<file path="config.mk">
export PLATFORM = sky130hd
export DESIGN_NAME = tts_ctrl
export DESIGN_NICKNAME = d
export VERILOG_FILES = /design/src/rtl/tts_pkg.sv /design/src/rtl/tts_ctrl.sv
export SDC_FILE = /design/constraint.sdc
export NUM_CORES = 1
export LEC_CHECK = 0
export BUFFER_PORTS_ARGS = -buffer_cell sky130_fd_sc_hd__buf_2
export CORE_AREA = 2 2 40 42
export CTS_BUF_LIST = sky130_fd_sc_hd__clkbuf_4
export DETAILED_ROUTE_END_ITERATION = 10
export DIE_AREA = 0 0 42 44
export GPL_TIMING_DRIVEN = 0
export PLACE_DENSITY = 0.76
export SETUP_SLACK_MARGIN = 0.15
export SYNTH_ARGS = -nofsm -noshare
export SYNTH_HDL_FRONTEND = slang
export SYNTH_SLANG_ARGS = --single-unit
</file>
<file path="constraint.sdc">
create_clock -name clock -period 2.1 [get_ports clock]
set_input_delay 0.42 -clock clock [delete_from_list [all_inputs] [get_ports clock]]
set_output_delay 0.42 -clock clock [all_outputs]
set_load 0.05 [all_outputs]
</file>
<file path="src/rtl/tts_pkg.sv">
// Shared types and constants of the thread table scheduler.
package tts_pkg;

   localparam int SLOTS      = 64;
   localparam int SLOT_W     = $clog2(SLOTS);
   localparam int PRIO_W     = 8;
   localparam int MAX_PRIO   = 255;
   localparam int OP_W       = 4;
   localparam int VAL_W      = 32;
   localparam int DL_W       = 32;
   localparam int RUN_W      = 32;
   localparam int SLICE_W    = 16;
   localparam int TICK_W     = 64;
   localparam int STATUS_W   = 2;
   localparam int POLICY_W   = 2;

   localparam int REQ_TDATA_W = 48;
   localparam int RSP_TDATA_W = 16;
   localparam int CSR_IDX_W   = 1;
   localparam int CSR_DATA_W  = 16;

   localparam logic [CSR_IDX_W-1:0] CSR_POLICY = 1'd0;
   localparam logic [CSR_IDX_W-1:0] CSR_SLICE  = 1'd1;

   localparam logic [SLICE_W-1:0]  SLICE_RESET = 16'd10;
   localparam logic [POLICY_W-1:0] POL_PRIO    = 2'd0;
   localparam logic [POLICY_W-1:0] POL_RR      = 2'd1;
   localparam logic [POLICY_W-1:0] POL_EDF     = 2'd2;

   localparam logic [1:0] TS_READY    = 2'd0;
   localparam logic [1:0] TS_RUNNING  = 2'd1;
   localparam logic [1:0] TS_SLEEPING = 2'd2;
   localparam logic [1:0] TS_BLOCKED  = 2'd3;

   localparam logic [STATUS_W-1:0] STATUS_OK      = 2'd0;
   localparam logic [STATUS_W-1:0] STATUS_NO_FREE = 2'd1;
   localparam logic [STATUS_W-1:0] STATUS_BAD     = 2'd2;

   typedef enum logic [OP_W-1:0] {
      OP_CREATE   = 4'd0,
      OP_DESTROY  = 4'd1,
      OP_SET_PRIO = 4'd2,
      OP_INHERIT  = 4'd3,
      OP_RESTORE  = 4'd4,
      OP_SET_DL   = 4'd5,
      OP_SLEEP    = 4'd6,
      OP_WAKE     = 4'd7,
      OP_BLOCK    = 4'd8,
      OP_YIELD    = 4'd9,
      OP_TICK     = 4'd10
   } op_type;

   typedef enum logic [1:0] {
      SCAN_FREE,
      SCAN_WAKE,
      SCAN_PICK
   } scan_mode_type;

   typedef enum logic [1:0] {
      RD_SCAN,
      RD_TARGET,
      RD_CURRENT
   } rd_sel_type;

   typedef enum logic [3:0] {
      CS_IDLE,
      CS_CHECK,
      CS_EXEC,
      CS_FREE_GO,
      CS_FREE_SCAN,
      CS_CREATE_WR,
      CS_WAKE_GO,
      CS_WAKE_SCAN,
      CS_TICK_CUR,
      CS_TICK_RUN,
      CS_PICK_GO,
      CS_PICK_SCAN,
      CS_DECIDE,
      CS_SW_OLD,
      CS_SW_NEW,
      CS_DONE
   } ctl_state_type;

   typedef struct packed {
      logic          latch;
      rd_sel_type    rd_sel;
      logic          scan_start;
      scan_mode_type scan_mode;
      logic          bad_target;
      logic          exec;
      logic          create_wr;
      logic          tick_run;
      logic          decide;
      logic          sw_old;
      logic          sw_new;
      logic          rsp_load;
   } cmd_type;

   typedef struct packed {
      op_type op;
      logic   target_ok;
      logic   have_current;
      logic   scan_busy;
      logic   want_switch;
   } sts_type;

endpackage

</file>
<file path="src/rtl/tts_ctrl.sv">
// Sequencer that steps one operation through the scheduler datapath.
module tts_ctrl (
   input  logic             clock,
   input  logic             reset,
   input  logic             req_tvalid,
   output logic             req_tready,
   output logic             rsp_tvalid,
   input  logic             rsp_tready,
   input  tts_pkg::sts_type sts,
   output tts_pkg::cmd_type cmd
);
   import tts_pkg::*;

   ctl_state_type state_ff, state_in;
   logic          rsp_valid_ff, rsp_valid_in;
   logic          needs_target;
   logic          rsp_free;

   assign rsp_free = !rsp_valid_ff || rsp_tready;

   always_comb begin
      unique case (sts.op) inside
         OP_DESTROY, OP_SET_PRIO, OP_INHERIT, OP_RESTORE, OP_SET_DL, OP_WAKE:
            needs_target = 1'b1;
         default:
            needs_target = 1'b0;
      endcase
   end

   always_comb begin
      state_in = state_ff;
      unique case (state_ff)
         CS_IDLE: begin
            if (req_tvalid) state_in = CS_CHECK;
         end
         CS_CHECK: begin
            if (needs_target && !sts.target_ok) state_in = CS_DONE;
            else state_in = CS_EXEC;
         end
         CS_EXEC: begin
            case (sts.op)
               OP_CREATE: state_in = CS_FREE_GO;
               OP_SLEEP:  state_in = sts.have_current ? CS_PICK_GO : CS_DONE;
               OP_YIELD:  state_in = CS_PICK_GO;
               OP_TICK:   state_in = CS_WAKE_GO;
               default:   state_in = CS_DONE;
            endcase
         end
         CS_FREE_GO:   state_in = CS_FREE_SCAN;
         CS_FREE_SCAN: begin
            if (!sts.scan_busy) state_in = CS_CREATE_WR;
         end
         CS_CREATE_WR: state_in = CS_DONE;
         CS_WAKE_GO:   state_in = CS_WAKE_SCAN;
         CS_WAKE_SCAN: begin
            if (!sts.scan_busy) state_in = sts.have_current ? CS_TICK_CUR : CS_PICK_GO;
         end
         CS_TICK_CUR:  state_in = CS_TICK_RUN;
         CS_TICK_RUN:  state_in = CS_PICK_GO;
         CS_PICK_GO:   state_in = CS_PICK_SCAN;
         CS_PICK_SCAN: begin
            if (!sts.scan_busy) state_in = CS_DECIDE;
         end
         CS_DECIDE:    state_in = sts.want_switch ? CS_SW_OLD : CS_DONE;
         CS_SW_OLD:    state_in = CS_SW_NEW;
         CS_SW_NEW:    state_in = CS_DONE;
         CS_DONE: begin
            if (rsp_free) state_in = CS_IDLE;
         end
         default:      state_in = CS_IDLE;
      endcase
   end

   always_comb begin
      cmd            = '0;
      cmd.rd_sel     = RD_SCAN;
      cmd.scan_mode  = SCAN_PICK;
      req_tready     = 1'b0;
      unique case (state_ff)
         CS_IDLE: begin
            req_tready = 1'b1;
            cmd.latch  = req_tvalid;
         end
         CS_CHECK: begin
            cmd.rd_sel     = RD_TARGET;
            cmd.bad_target = needs_target && !sts.target_ok;
         end
         CS_EXEC:      cmd.exec = 1'b1;
         CS_FREE_GO: begin
            cmd.scan_start = 1'b1;
            cmd.scan_mode  = SCAN_FREE;
         end
         CS_CREATE_WR: cmd.create_wr = 1'b1;
         CS_WAKE_GO: begin
            cmd.scan_start = 1'b1;
            cmd.scan_mode  = SCAN_WAKE;
         end
         CS_TICK_CUR:  cmd.rd_sel = RD_CURRENT;
         CS_TICK_RUN:  cmd.tick_run = 1'b1;
         CS_PICK_GO: begin
            cmd.scan_start = 1'b1;
            cmd.scan_mode  = SCAN_PICK;
         end
         CS_DECIDE:    cmd.decide = 1'b1;
         CS_SW_OLD:    cmd.sw_old = 1'b1;
         CS_SW_NEW:    cmd.sw_new = 1'b1;
         CS_DONE:      cmd.rsp_load = rsp_free;
         default: begin
         end
      endcase
   end

   always_comb begin
      rsp_valid_in = rsp_valid_ff;
      if (cmd.rsp_load) rsp_valid_in = 1'b1;
      else if (rsp_tready) rsp_valid_in = 1'b0;
   end

   always_ff @(posedge clock) begin
      if (reset) begin
         state_ff     <= CS_IDLE;
         rsp_valid_ff <= 1'b0;
      end else begin
         state_ff     <= state_in;
         rsp_valid_ff <= rsp_valid_in;
      end
   end

   assign rsp_tvalid = rsp_valid_ff;

endmodule

</file>
# Yosys cells after proc, flatten, opt, wreduce, memory -nomap -nowiden
# Index checks and enable logic that the tools add are counted.
[totals] output_inout_bits=16 register_bits=5 word_cells=67
[op_classes] mux=26 reduce_logical=10 n_eq_ne=29
[op_table] cell="$pmux 4 s15" count=1
[op_table] cell="$eq 4x4->1 const B" count=10
[op_table] cell="$eq 4x3->1 const B" count=8
[op_table] cell="$mux 4" count=6
[op_table] cell="$eq 4x2->1 const B" count=4
[op_table] cell="$pmux 4 s4" count=1
[op_table] cell="$mux 1" count=13
[op_table] cell="$ne 2x2->1 const B" count=5
[op_table] cell="$pmux 3 s3" count=1
[op_table] cell="$eq 4x1->1 const B" count=2
[op_table] cell="$logic_not 4->1" count=2
[op_table] cell="$reduce_or 6->1" count=1
[op_table] cell="$reduce_and 5->1" count=1
[op_table] cell="$mux 2" count=2
[op_table] cell="$pmux 2 s2" count=1
[op_table] cell="$mux 3" count=1
[op_table] cell="$logic_not 1->1" count=2
[op_table] cell="$reduce_bool 2->1" count=1
[op_table] cell="$reduce_or 2->1" count=1
[op_table] cell="$logic_and 1x1->1" count=1
[op_table] cell="$logic_or 1x1->1" count=1

# Longest topological paths before layout
[depth] depth_word=6 mapped_depth=6 mapped_depth_nobuf=4

# Least setup slack after synthesis
# Ideal clock, no wire load.
[synth_timing] path_kind="flip-flop to output port" startpoint="reg state_ff[1]" endpoint="out cmd[7] (netlist name)" arrival_time_ps=2847 setup_slack_ps=-1167 n_path_buf=1 stages_incl_launch_ff=4 path_cell_list="dfxtp_1 -> buf_2 -> nor4b_1 -> o211a_1"
[synth_rtl] element="from (decl)" line_no="tts_ctrl.sv:14" rtl="ctl_state_type state_ff, state_in;"
[synth_rtl] element="from (signal assigned)" line_no="tts_ctrl.sv:124" rtl="state_ff <= state_in;"
[synth_rtl] element="to (decl)" line_no="tts_ctrl.sv:10" rtl="output tts_pkg::cmd_type cmd"

==> impl_metrics.yaml <==
logic_synthesis:
  synth_nets: 97
  synth_common_cells: "nor2_1 (8), nand2b_1 (6), nor3_1 (6), dfxtp_1 (5)"
  synth_cell_types: 40
  synth_top_cell_area_share: 0.1590
  ys_seq_elements: 5
  yosysSeqAreaShare: 0.1590
  synth_edf_count: 0
  syn_area_um2: 629.4
  synth-async-reset-ratio: 0
  yosys_warnings: 0
  synth_flop_cell: "dfxtp_1"
  avgSynthCellArea_um2: 7.404
  ys_top_cells_by_area: "dfxtp_1 (16%), nand2b_1 (6.0%), nor3_1 (4.8%)"
  yosysMostFrequentCell: "nor2_1"
  synth_top_cell_by_area: "dfxtp_1"
  netlist_instances: 85
setup_path:
  required_ns: 1.68
  critPathCaptureType: "primary output"
  path_max_fanout: 5
  critPathMaxStageDelay_ns: 0.50
  cp-start-kind: "register"
  cp_data_arrival_time_ns: 1.53
  slowest_stage: "or4_4"
  path_delay_family: "simple AND/OR/NAND/NOR gates"
  critPathKind: "reg2out"
  crit_buf_inv: 3
  path_cells: "buf_6, or4_4, clkinvlp_4, and2_4, buf_8"
sta:
  fin_crit_ns: 1.946
  finalCritPeriodShare: 0.9267
  fin_skew_ns: 0.007064
  rsz0062_at_grt: "true"
  hold_viol: 0
  slew_viol_final: 0
  fin_tns_setup_ns: 0
  max-slew-margin-rel: 0.7104
  max_freq_mhz: 513.9
  worstMarginPinSlew_ns: 0.4344
  setup_viol: 0
power_and_ir_drop:
  ir_drop_mv: 0.6966
  p_per_area_nw_per_um2: 1650
  leakagePower_nw: 0.4309
clock_tree:
  cts_buffer_depth: 2
  clkTransAtPathRegs_ns: 0.05
  numClockSinks: 5
  htree_levels: 1
  clk_root_buffer_cell: "clkbuf_4"
  ctsHoldBuffers: 0
  cts_tree: "yes"
  insertion_delay_ns: 0.25
  cts_buffers: 3
route:
  wl_mm: 1.888
  antenna_left: 0
  wire_per_inst_um: 14.20
  drt_iter0_markers: 27
  routed_via_density: 5.880
  num_vias: 782
  drtPass1Iterations: 4
  drc: 0
floorplan:
  start_util: 0.4436
  die_x_um: 42
  ios: 28
  die_h_um: 44
  core-area_um2: 1419
  dieArea_um2: 1848
  rows: 14
job:
  maxCapViolCount: 0
global_route:
  globalRouteTotalUtil: 0.2124
  grt.overflow.total: 0
  grt_max_degree: 11
  grt_pass1_wl_mm: 3.042
  grt.busiest_layer: "met2"
  met3_usage: 0.06667
  grtUsageMet1: 0.2531
  grt_use_met2: 0.3656
  grt_pass1_vias: 716
  antenna_found_initial: 0
hold_path:
  hp-class: "in2reg"
run_status:
  status: "finished clean"
cells_and_area:
  nFillCells: 122
  drive_gt1_frac: 0.5128
  finalInstanceArea_um2: 977.2
  antenna_cells: 0
  area_growth_pct: 55.27
  fin_nets: 130
placed_design:
  place_congestion: 0.8351
  port_buffers: 26
  hpwl_mm: 1.333
  postPlaceCellArea_um2: 842.1
-- per-layer routing --
layer  vias to the layer above  wire length (um)
li1                        379                 -
met1                       366               780
met2                        37               967
met3                         0               140
met4                         0                 0
met5                         -                 0
-- repair_timing --
item                       CTS  global route
resized for setup           17            25
setup endpoints to repair   13            14
pin swaps                    2             1
setup buffers                2             0
-- state kept, by name (all words and copies together), names as in the netlist --
name and flops:
rsp_tvalid 1, state_ff 4
-- power by group --
group / internal [mW] / leakage (nW) / switching (mW)
clock: 0.0849 / 0.0184 / 0.0415
sequential: 0.133 / 0.0415 / 0.0159
combinational: 0.519 / 0.371 / 0.818
total: 0.737 / 0.431 / 0.875
-- stage by stage --
| step | setup WS [ns] | total power, mW | util | cells | hold slack [ns] |
|---|---|---|---|---|---|
| after floorplan | -0.02624 | 1.100 | - | 85 | 0.4891 |
| after global placement | 0.1022 | 1.282 | 0.5935 | 127 | 0.5334 |
| after detailed placement | 0.08894 | 1.302 | 0.5935 | 127 | 0.5465 |
| after CTS | 0.1144 | 1.530 | 0.6517 | 133 | 0.4019 |
| after global routing | 0.1111 | 1.710 | 0.6887 | 133 | 0.4035 |
| final | 0.1540 | 1.612 | 0.6887 | 133 | 0.4017 |
-- logic make-up (layout without fill, tap and decap cells) --
group	count (synthesis)	after routing	synth area share
buffers and inverters	14	46	0.1073
xor gates and xnor gates	4	4	0.05568
AOI/OAI and AO/OA	25	25	0.3221
DFF	5	5	0.1591
and+or+nand+nor	37	37	0.3559
-- cells in the final DEF, fill, tap and decap left out, types with 2 or more instances in the layout --
cell,n
buf_2,14
buf_4,12
clkbuf_4,8
buf_6,5
nand2b_1,4
nor2_1,4
nor2_2,4
a21oi_1,4
dfxtp_1,4
xor2_1,3
inv_1,3
nor3_1,3
a31oi_1,3
nand4_1,2
nor3_4,2
o211a_1,2
and2_4,2
and3_1,2
nand4bb_1,2
a211oi_1,2
-- worst register-to-register path, stage by stage (launching register included) --
cell and delay [ns]:
dfxtp_2 0.31, buf_6 0.12, or4_4 0.50, buf_4 0.16, o22a_4 0.22, and2_4 0.18
o221a_1 0.24
-- cell type report --
type / count / area (um^2) / area share
plain buffers: 10 / 76.32 / 0.07811
clock buffers: 4 / 30.03 / 0.03073
inverters: 4 / 18.77 / 0.01921
multi-input cells: 66 / 536.8 / 0.5493
flip-flops and latches: 5 / 101.3 / 0.1037
well taps: 16 / 20.02 / 0.02049
repair buffers: 28 / 193.9 / 0.1985
-- path summary, 6_finish.rpt --
| path | endpoint | startpoint | cells past startpoint | slack (ns) |
|---|---|---|---|---|
| min reg2reg | rsp_tvalid | rsp_tvalid | 2 | 0.56 |
| min | rsp_tvalid | reset | 2 | 0.40 |
| max | cmd[13] | state_ff[3] | 5 | 0.15 |
| max reg2reg | state_ff[0] | state_ff[3] | 6 | 0.27 |
Power figures use the tool's default switching activity.
